--- src/rtl/mws_pkg.sv ---
// Shared types and constants of the minimum width search sequencer.
package mws_pkg;

    localparam int WIDTH_LIMIT = 305;

    localparam logic [2:0] ST_TRY      = 3'd0;
    localparam logic [2:0] ST_DONE     = 3'd1;
    localparam logic [2:0] ST_TOO_WIDE = 3'd2;
    localparam logic [2:0] ST_ODD      = 3'd3;
    localparam logic [2:0] ST_FLEX     = 3'd4;
    localparam logic [2:0] ST_FIXED    = 3'd5;

    localparam logic KIND_START = 1'b0;

    localparam logic [2:0] CFG_FIXED_EN  = 3'd0;
    localparam logic [2:0] CFG_FIXED_W   = 3'd1;
    localparam logic [2:0] CFG_UNIDIR    = 3'd2;
    localparam logic [2:0] CFG_FLEX      = 3'd3;
    localparam logic [2:0] CFG_PINS      = 3'd4;
    localparam logic [2:0] CFG_VERIFY_EN = 3'd5;

    typedef struct packed {
        logic       fixed_width_enable;
        logic [9:0] fixed_width;
        logic       unidirectional;
        logic [7:0] switch_flexibility;
        logic [9:0] max_block_pins;
        logic       verify_enable;
    } cfg_t;

    typedef struct packed {
        logic kind;
        logic route_ok;
        logic trial_clipped;
    } item_t;

endpackage

--- src/rtl/mws_cfg.sv ---
// Configuration register file of the minimum width search sequencer.
module mws_cfg (
    input  logic          clk,
    input  logic          rst_n,
    input  logic          cfg_we,
    input  logic [2:0]    cfg_index,
    input  logic [9:0]    cfg_data,
    output mws_pkg::cfg_t cfg
);

    mws_pkg::cfg_t cfg_reg;
    mws_pkg::cfg_t cfg_next;

    always_comb
    begin
        cfg_next = cfg_reg;
        if (cfg_we)
        begin
            unique case (cfg_index)
                mws_pkg::CFG_FIXED_EN:  cfg_next.fixed_width_enable = cfg_data[0];
                mws_pkg::CFG_FIXED_W:   cfg_next.fixed_width        = cfg_data;
                mws_pkg::CFG_UNIDIR:    cfg_next.unidirectional     = cfg_data[0];
                mws_pkg::CFG_FLEX:      cfg_next.switch_flexibility = cfg_data[7:0];
                mws_pkg::CFG_PINS:      cfg_next.max_block_pins     = cfg_data;
                mws_pkg::CFG_VERIFY_EN: cfg_next.verify_enable      = cfg_data[0];
                default:                cfg_next = cfg_reg;
            endcase
        end
    end

    always_ff @(posedge clk or negedge rst_n)
    begin
        if (!rst_n)
        begin
            cfg_reg.fixed_width_enable <= 1'b0;
            cfg_reg.fixed_width        <= 10'd1;
            cfg_reg.unidirectional     <= 1'b0;
            cfg_reg.switch_flexibility <= 8'd3;
            cfg_reg.max_block_pins     <= 10'd0;
            cfg_reg.verify_enable      <= 1'b0;
        end
        else
        begin
            cfg_reg <= cfg_next;
        end
    end

    assign cfg = cfg_reg;

endmodule

--- src/rtl/mws_seq.sv ---
// Search state machine with bound registers and the result register.
module mws_seq (
    input  logic               clk,
    input  logic               rst_n,
    input  mws_pkg::cfg_t      cfg,
    input  logic               item_valid,
    input  mws_pkg::item_t     item,
    input  logic               out_stall,
    output logic               take,
    output logic               out_valid,
    output logic [2:0]         status,
    output logic signed [13:0] width,
    output logic               verifying
);

    typedef enum logic [1:0] {
        PH_IDLE,
        PH_SEARCH,
        PH_VERIFY
    } phase_t;

    typedef logic signed [15:0] sw_t;

    localparam sw_t ONE       = 16'sd1;
    localparam sw_t TWO       = 16'sd2;
    localparam sw_t MINUS_ONE = -16'sd1;

    phase_t             phase_reg, phase_next;
    logic signed [13:0] trial_reg, low_reg, high_reg, best_reg;
    logic               pp_reg, pp_next, pp2_reg, pp2_next;
    logic               out_vld_reg, out_vld_next;
    logic [2:0]         status_reg, status_next;
    logic signed [13:0] width_reg, width_next;
    logic               ver_reg, ver_next;

    sw_t  t, lo, hi, best, m, fixed_s, lim, sum;
    logic emit, go_search, go_finish, go_verify, done;
    logic [15:0] flex_q;
    logic [7:0]  flex_r;

    function automatic sw_t ext14(input logic signed [13:0] x);
        ext14 = {{2{x[13]}}, x};
    endfunction

    function automatic sw_t half(input sw_t x);
        half = (x + sw_t'({15'd0, x[15]})) >>> 1;
    endfunction

    assign take = item_valid && (!out_vld_reg || !out_stall);

    // flexibility mod 3 via reciprocal multiply, exact for 8-bit values
    assign flex_q = ({8'd0, cfg.switch_flexibility} * 16'd171) >> 9;
    assign flex_r = cfg.switch_flexibility - 8'(flex_q * 16'd3);

    always_comb
    begin
        phase_next  = phase_reg;
        t           = ext14(trial_reg);
        lo          = ext14(low_reg);
        hi          = ext14(high_reg);
        best        = ext14(best_reg);
        pp_next     = pp_reg;
        pp2_next    = pp2_reg;
        emit        = 1'b0;
        status_next = mws_pkg::ST_TRY;
        width_next  = 14'sd0;
        ver_next    = 1'b0;
        go_search   = 1'b0;
        go_finish   = 1'b0;
        go_verify   = 1'b0;
        done        = 1'b0;
        sum         = '0;
        m           = cfg.unidirectional ? TWO : ONE;
        fixed_s     = {6'd0, cfg.fixed_width};
        lim         = cfg.fixed_width_enable ? {4'd0, cfg.fixed_width, 2'b00}
                                             : sw_t'(mws_pkg::WIDTH_LIMIT);

        if (item.kind == mws_pkg::KIND_START)
        begin
            if (cfg.fixed_width_enable)
            begin
                t  = fixed_s + (m <<< 2) + m;
                lo = fixed_s - m;
            end
            else
            begin
                t  = {6'd0, cfg.max_block_pins} + {15'd0, cfg.max_block_pins[0]};
                lo = MINUS_ONE;
            end
            hi       = MINUS_ONE;
            best     = MINUS_ONE;
            pp_next  = 1'b1;
            pp2_next = 1'b1;
            if (cfg.unidirectional)
            begin
                if (t[0])
                begin
                    emit        = 1'b1;
                    status_next = mws_pkg::ST_ODD;
                    width_next  = t[13:0];
                end
                else
                begin
                    go_search = 1'b1;
                end
            end
            else if (flex_r != 8'd0)
            begin
                emit        = 1'b1;
                status_next = mws_pkg::ST_FLEX;
                width_next  = t[13:0];
            end
            else
            begin
                go_search = 1'b1;
            end
        end
        else if (phase_reg == PH_SEARCH)
        begin
            if (item.route_ok && !item.trial_clipped)
            begin
                hi = t;
                if (hi - lo <= m)
                    done = 1'b1;
                sum = (lo != MINUS_ONE) ? hi + lo : hi;
                t   = half(sum);
            end
            else
            begin
                lo = t;
                if (hi != MINUS_ONE)
                begin
                    if (hi - lo <= m)
                        done = 1'b1;
                    sum = hi + lo;
                    t   = half(sum);
                end
                else if (cfg.fixed_width_enable)
                begin
                    if (lo < fixed_s + 16'sd30)
                    begin
                        t = lo + (m <<< 2) + m;
                    end
                    else
                    begin
                        emit        = 1'b1;
                        status_next = mws_pkg::ST_FIXED;
                        width_next  = t[13:0];
                    end
                end
                else
                begin
                    t = lo <<< 1;
                end
            end
            // signed remainder by the unit added back
            if (cfg.unidirectional && t[0])
                t = t + (t[15] ? MINUS_ONE : ONE);
            if (!emit)
            begin
                if (done)
                begin
                    best      = hi;
                    go_finish = 1'b1;
                end
                else
                begin
                    go_search = 1'b1;
                end
            end
        end
        else if (phase_reg == PH_VERIFY)
        begin
            if (item.route_ok && !item.trial_clipped)
                best = t;
            pp2_next  = pp_reg;
            pp_next   = item.route_ok;
            t         = t - m;
            go_verify = 1'b1;
        end

        if (go_search)
        begin
            if (t > lim)
            begin
                emit        = 1'b1;
                status_next = mws_pkg::ST_TOO_WIDE;
                width_next  = t[13:0];
            end
            else if ((t <<< 1) + t < sw_t'({8'd0, cfg.switch_flexibility}))
            begin
                best      = hi;
                go_finish = 1'b1;
            end
            else
            begin
                phase_next  = PH_SEARCH;
                emit        = 1'b1;
                status_next = mws_pkg::ST_TRY;
                width_next  = t[13:0];
            end
        end

        if (go_finish)
        begin
            if (cfg.verify_enable)
            begin
                pp_next   = 1'b1;
                pp2_next  = 1'b1;
                t         = best - TWO;
                go_verify = 1'b1;
            end
            else
            begin
                emit        = 1'b1;
                status_next = mws_pkg::ST_DONE;
                width_next  = best[13:0];
            end
        end

        if (go_verify)
        begin
            if (!(pp_next || pp2_next) || (cfg.fixed_width_enable && t < fixed_s)
                || t < ONE)
            begin
                emit        = 1'b1;
                status_next = mws_pkg::ST_DONE;
                width_next  = best[13:0];
            end
            else
            begin
                phase_next  = PH_VERIFY;
                emit        = 1'b1;
                status_next = mws_pkg::ST_TRY;
                width_next  = t[13:0];
                ver_next    = 1'b1;
            end
        end

        if (emit && status_next != mws_pkg::ST_TRY)
            phase_next = PH_IDLE;

        out_vld_next = take ? emit : (out_vld_reg && out_stall);
    end

    always_ff @(posedge clk or negedge rst_n)
    begin
        if (!rst_n)
        begin
            phase_reg   <= PH_IDLE;
            trial_reg   <= 14'sd0;
            low_reg     <= -14'sd1;
            high_reg    <= -14'sd1;
            best_reg    <= -14'sd1;
            pp_reg      <= 1'b1;
            pp2_reg     <= 1'b1;
            out_vld_reg <= 1'b0;
        end
        else
        begin
            out_vld_reg <= out_vld_next;
            if (take)
            begin
                phase_reg <= phase_next;
                trial_reg <= t[13:0];
                low_reg   <= lo[13:0];
                high_reg  <= hi[13:0];
                best_reg  <= best[13:0];
                pp_reg    <= pp_next;
                pp2_reg   <= pp2_next;
                if (emit)
                begin
                    status_reg <= status_next;
                    width_reg  <= width_next;
                    ver_reg    <= ver_next;
                end
            end
        end
    end

    assign out_valid = out_vld_reg;
    assign status    = status_reg;
    assign width     = width_reg;
    assign verifying = ver_reg;

endmodule

--- src/rtl/min_width_search_controller.sv ---
// Top level of the minimum width search sequencer.
//
// Input channel (in_valid/in_stall) carries one beat per command: kind 0
// starts a new search, kind 1 reports the outcome of the last proposed trial
// (route_ok, trial_clipped). Output channel (out_valid/out_stall) carries one
// result beat per handled command: status, width and the verifying flag.
// An outcome beat that arrives while no search runs gives no result.
// A beat is registered at acceptance; its result is then registered in the
// output register, which drives out_valid. The step logic sits between the
// input and result registers; one beat per cycle is sustained while the
// receiver does not stall.
// When the receiver stalls, the result holds and the held input beat waits,
// so in_stall rises only while both registers are full.
// Configuration is written through cfg_we/cfg_index/cfg_data with no wait; the user
// must write it only while the block is idle, the block itself does not enforce this.
// Reset (rst_n, asynchronous, active low) empties both registers, loads the
// register defaults and returns the sequencer to idle.
module min_width_search_controller (
    input  logic               clk,
    input  logic               rst_n,
    input  logic               cfg_we,
    input  logic [2:0]         cfg_index,
    input  logic [9:0]         cfg_data,
    input  logic               in_valid,
    output logic               in_stall,
    input  logic               kind,
    input  logic               route_ok,
    input  logic               trial_clipped,
    output logic               out_valid,
    input  logic               out_stall,
    output logic [2:0]         status,
    output logic signed [13:0] width,
    output logic               verifying
);

    mws_pkg::cfg_t  cfg;
    mws_pkg::item_t item_reg;
    logic           in_vld_reg, in_vld_next;
    logic           take;

    mws_cfg u_cfg (
        .clk       (clk),
        .rst_n     (rst_n),
        .cfg_we    (cfg_we),
        .cfg_index (cfg_index),
        .cfg_data  (cfg_data),
        .cfg       (cfg)
    );

    assign in_stall    = in_vld_reg && !take;
    assign in_vld_next = in_stall ? 1'b1 : in_valid;

    always_ff @(posedge clk or negedge rst_n)
    begin
        if (!rst_n)
        begin
            in_vld_reg <= 1'b0;
        end
        else
        begin
            in_vld_reg <= in_vld_next;
            if (in_valid && !in_stall)
            begin
                item_reg.kind          <= kind;
                item_reg.route_ok      <= route_ok;
                item_reg.trial_clipped <= trial_clipped;
            end
        end
    end

    mws_seq u_seq (
        .clk        (clk),
        .rst_n      (rst_n),
        .cfg        (cfg),
        .item_valid (in_vld_reg),
        .item       (item_reg),
        .out_stall  (out_stall),
        .take       (take),
        .out_valid  (out_valid),
        .status     (status),
        .width      (width),
        .verifying  (verifying)
    );

endmodule
--- config.mk ---
export PLATFORM = sky130hd
export DESIGN_NAME = min_width_search_controller
export DESIGN_NICKNAME = d
export VERILOG_FILES = /design/src/rtl/mws_pkg.sv /design/src/rtl/mws_cfg.sv /design/src/rtl/mws_seq.sv /design/src/rtl/min_width_search_controller.sv
export SDC_FILE = /design/constraint.sdc
export NUM_CORES = 1
export LEC_CHECK = 0
export ABC_AREA = 1
export BUFFER_PORTS_ARGS = -buffer_cell sky130_fd_sc_hd__buf_2
export CAP_MARGIN = 10
export CORE_MARGIN = 2
export CORE_UTILIZATION = 60
export CTS_BUF_LIST = sky130_fd_sc_hd__clkbuf_8
export DETAILED_ROUTE_END_ITERATION = 16
export PLACE_DENSITY = 0.8
export SLEW_MARGIN = 20
export SYNTH_ARGS = -nofsm -noshare
export SYNTH_HDL_FRONTEND = slang
export SYNTH_SLANG_ARGS = --single-unit
--- constraint.sdc ---
create_clock -name clk -period 8.1 [get_ports clk]
set_input_delay 0 -clock clk [delete_from_list [all_inputs] [get_ports clk]]
set_output_delay 0 -clock clk [all_outputs]
set_load 0.1 [all_outputs]
==> results.md, run 1 <==
* Status: aborted with a tool error
* EDFF count, synth at 21
* Gate count of the mapped netlist at 2671
* Overflow after GRT at 198
* Sequential area share after synthesis at 0.1762
* Syn Area/Cell at 6.411 sq um
* Mapped Nets at 2917
* IO Count at 41
* Initial Util at 0.6130
* Top_reg_cell synth: dfstp_2
* H-tree depth at 4
* CTS buffer count at 17
* Distinct cell type count after synthesis at 65
* Err: [ERROR GRT-0232] Routing congestion too high. Check the congestion heatmap in the GUI.
* Top cell type's share of synthesized area at 0.1486
* Antenna violations before repair at 21
* Ys async rst share at 0.8158
* GPL Wtd Cong at 1.107
* Detailed placement HPWL at 56390 microns
* Deepest clock path buffer count at 2
* GRT Util Overall at 0.8021
* CTS Root Buffer Type: clkbuf_8
* Vert. Die Dim at 172.9 microns
* Grt repair worst endpoint: u_seq.width[1]$_DFFE_PP_/D
* Synth Warn # at 0
* Chip width at 172.9 microns
* Largest net degree at the start of global routing at 75
* Most numerous cell in the Yosys netlist: nand2_1
* Synth area leaders: nand2_1, ha_1, dfstp_2
* Cell taking the most area after synthesis: nand2_1
* Synthesized flop and latch total at 114
* Kind of the worst endpoint: register data pin
* Row cnt at 61
* Post-synth top cells: nand2_1, inv_1, o21ai_0, nor2_1, ha_1
* Syn Std Cell Area at 0.01712 sq mm
* IO Port Bufs at 40
* Clock Sinks at 114
* Last stage: 5_1_grt
==> routing by layer <==
metal	GRT overflow	global-route usage
met1	10	0.8139
met2	103	0.9485
met3	5	0.6631
met4	79	0.7804
met5	1	0.3686
==> what timing repair did <==
action | in CTS
hold buffers | 25
resized for setup | 151
endpoints found under the setup margin | 47
pin swaps | 98
buffers inserted | 37
gates cloned | 3
hold endpoints to repair | 56
==> logic make-up after synthesis <==
| logic type | count (synthesis) | synth area share |
|---|---|---|
| xor gates and xnor gates | 82 | 0.04392 |
| muxes | 1 | 0.0005846 |
| and+or+nand+nor | 1202 | 0.3030 |
| DFF | 114 | 0.1762 |
| AOI/OAI and AO/OA | 597 | 0.1959 |
| adders and majority gates | 225 | 0.1771 |
| buffers and inverters | 450 | 0.1033 |
==> per-stage QoR <==
stage	setup TNS, ns	instance area (sq um)	instances	hold WS, ns	setup slack (ns)
after floorplan	-3.021	17380	2671	-0.2956	-0.2501
after global placement	-18.68	22080	3579	-0.08432	-0.9977
after detailed placement	-30.12	22080	3579	-0.07910	-1.310
after CTS	-13.94	23610	3676	0.07768	-0.8119
==> run 2, diff against run 1 <==
--- a/config.mk
+++ b/config.mk
@@ -9,10 +9,9 @@
 export BUFFER_PORTS_ARGS = -buffer_cell sky130_fd_sc_hd__buf_2
 export CAP_MARGIN = 10
 export CORE_MARGIN = 2
-export CORE_UTILIZATION = 60
-export CTS_BUF_LIST = sky130_fd_sc_hd__clkbuf_8
+export CORE_UTILIZATION = 40
 export DETAILED_ROUTE_END_ITERATION = 16
-export PLACE_DENSITY = 0.8
+export PLACE_DENSITY_LB_ADDON = 0.15
 export SLEW_MARGIN = 20
 export SYNTH_ARGS = -nofsm -noshare
 export SYNTH_HDL_FRONTEND = slang
==> constraint.sdc (replaced) <==
create_clock -name clk -period 10.5 [get_ports clk]
set_input_delay 0 -clock clk [delete_from_list [all_inputs] [get_ports clk]]
set_output_delay 0 -clock clk [all_outputs]
set_load 0.1 [all_outputs]
==> run 2 against run 1 <==
Against the previous run: the run now ends clean; synthesized cell count did not move; synthesized area unchanged.
==> results.md, run 2 <==
* Status: completed
* Fin. Hold Viols at 0
* Vias per cell at 5.617
* IO Count at 41
* Register area at 0.003022 sq mm
* Min-delay worst type: in -> async
* Top_reg_cell synth: dfstp_2
* Synth Area in Simple Gates at 0.3030
* Critical path type: reg -> reg
* Deepest clock path buffer count at 2
* Syn Area/Cell at 6.411 sq um
* Main combinational cell family by area after synthesis: simple AND/OR/NAND/NOR gates
* Chip width at 210.9 microns
* Gate count of the mapped netlist at 2671
* RSZ-0062 raised after global routing: false
* Worst R2R End: u_seq.width[7]
* Cell taking the most area after synthesis: nand2_1
* Compound-Gate Fraction of Synth Area at 0.1959
* Syn Std Cell Area at 0.01712 sq mm
* XOR/XNOR Fraction of Synth Area at 0.04392
* # setup viols final at 0
* Detailed placement HPWL at 53810 microns
* Vias in the first global route at 17510
* IO Port Bufs at 40
* First-pass GRT wire length at 103500 microns
* Most numerous cell in the Yosys netlist: nand2_1
* Fill cells at 4387
* Synth area leaders: nand2_1, ha_1, dfstp_2
* Critical-path maximum fanout at 16
* Final Util at 0.4648
* Distinct cell type count after synthesis at 65
* Reg2reg path depth at 66
* CP most frequent cell: nand2_1
* Synth Warn # at 0
* Required time worst endpoint at 10.74 ns
* Clock Sinks at 114
* Nets@finish at 3027
* Slew at the pin closest to its max-slew limit at 0.9807 ns
* Initial Util at 0.4064
* Total detailed-routing wirelength at 67140 microns
* Fmax at 101.5 MHz
* DRT Pass-1 Iters at 9
* Clk Latency, worst-skew pair at 0.44 ns
* CTS buffer count at 17
* Clock skew at 0.009658 ns
* Antenna violations before repair at 0
* Sequential area share after synthesis at 0.1762
* H-tree depth at 4
* Post-synth top cells: nand2_1, inv_1, o21ai_0, nor2_1, ha_1
* Most common cell after layout, fill and taps aside: nand2_1
* Core footprint at 0.04213 sq mm
* EDFF count, synth at 21
* Ys async rst share at 0.8158
* Synthesized flop and latch total at 114
* GPL Wtd Cong at 0.9853
* Worst r2r src: u_cfg.cfg[22]
* P&R area growth vs syn at 14.37%
* WL/cell at 20.15 microns
* Arr. time, crit path at 10.09 ns
* Post-route ant nets at 0
* Fraction of layout cells with a size suffix above 1 at 0.1421
* TritonCTS clock tree: done
* GRT Util Overall at 0.3051
* Die area at 0.04448 sq mm
* Post-synthesis mux area share at 0.0005846
* Type of origin of the critical path: register
* Fin crit share at 0.9383
* Slowest CP cell: dfrtp_2
* Max_slew headroom at 0.3422
* Minimum clock period at 9.852 ns
* Critical Path Source: u_cfg.cfg[22]
* R2R setup slack at 0.65 ns
* Largest net degree at the start of global routing at 74
* Vias at 18720
* Vert. Die Dim at 210.9 microns
* Most frequent cells in the layout: nand2_1, inv_1, o21ai_0
* Max cap viols at 0
* Max-slew violations at 0
* Overflow after GRT at 0
* Largest register FFs at 31
* Critical path endpoint category: register
* Clock-pin transition on the worst setup and hold timing paths at 0.06 ns
* Mapped Nets at 2917
* Row cnt at 75
* 1st-iter DRT viols at 1890
* Synth Area in Adders at 0.1771
* Crit path largest cell delay at 0.46 ns
* Multi-input logic area at 0.01262 sq mm
* Top cell type's share of synthesized area at 0.1486
* # DRC at 0
* CTS Root Buffer Type: clkbuf_16
==> run 2: cell counts after synthesis <==
No cell type changed its count.
==> run 2: stage by stage <==
| step | area (sq um) | TNS (ns) | instances | hold WS [ns] | worst slack [ns] |
|---|---|---|---|---|---|
| final | 19580 | 0 | 3333 | 0.2275 | 0.6480 |
| after global routing | 19580 | 0 | 3332 | 0.2564 | 0.01494 |
| after CTS | 19240 | 0 | 3325 | 0.2117 | 0.03260 |
| after detailed placement | 18410 | -0.1352 | 3270 | -0.07365 | -0.05487 |
| after global placement | 18410 | 0 | 3270 | -0.08313 | 0.01212 |
| after floorplan | 17120 | 0 | 2671 | -0.2956 | 1.727 |
==> run 2: critical path: cells and delay by family, from the launching register on <==
family	cells	cell delay [ns]
compound gates	16	2.87
xor+xnor	3	0.46
fa+ha+maj	8	2.40
buf+inv	7	0.80
flops	1	0.46
simple gates	32	2.63
==> run 2: worst max-delay path by stage <==
stage	slack (ns)	to
2_1_floorplan	1.73	u_seq.width[2]
5_1_grt	0.01	u_seq.width[7]
3_5_place_dp	-0.05	u_seq.width[11]
3_3_place_gp	0.01	u_seq.width[10]
6_report	0.65	u_seq.width[7]
4_1_cts	0.03	u_seq.width[3]
==> run 2: layer usage <==
metal / up-vias / routed length, microns / global-route usage
met2: 739 / 29670 / 0.4857
li1: 9114 / - / -
met3: 120 / 4317 / 0.03791
met5: - / 0 / 0
met1: 8747 / 30660 / 0.4216
met4: 0 / 2498 / 0.1183
==> run 2: cells by family after synthesis <==
logic type | after synthesis
flops | 114
xor+xnor | 82
mux | 1
compound gates | 597
simple gates | 1202
buf+inv | 450
fa+ha+maj | 225
==> run 2: final cells by class <==
| class | count | share of cell area |
|---|---|---|
| flip-flops and latches | 114 | 0.1543 |
| multi-input cells | 2107 | 0.6442 |
| clock buffers | 22 | 0.02421 |
| inverters | 364 | 0.07066 |
| diodes | 1 | 0.0001278 |
| well taps | 539 | 0.03444 |
| clock inverters | 9 | 0.005494 |
| repair buffers | 177 | 0.06657 |
==> run 2: repair_timing <==
action	in CTS	in global routing
endpoints found under the hold margin	58	0
pin swaps	0	8
setup buffers	0	7
endpoints found under the setup margin	13	18
gates resized for setup	6	78
hold buffers	24	0
Power of run 2 is left out: the tool's default activity adds up to more than one toggle a clock period on the data nets, which glitch-free logic cannot reach.
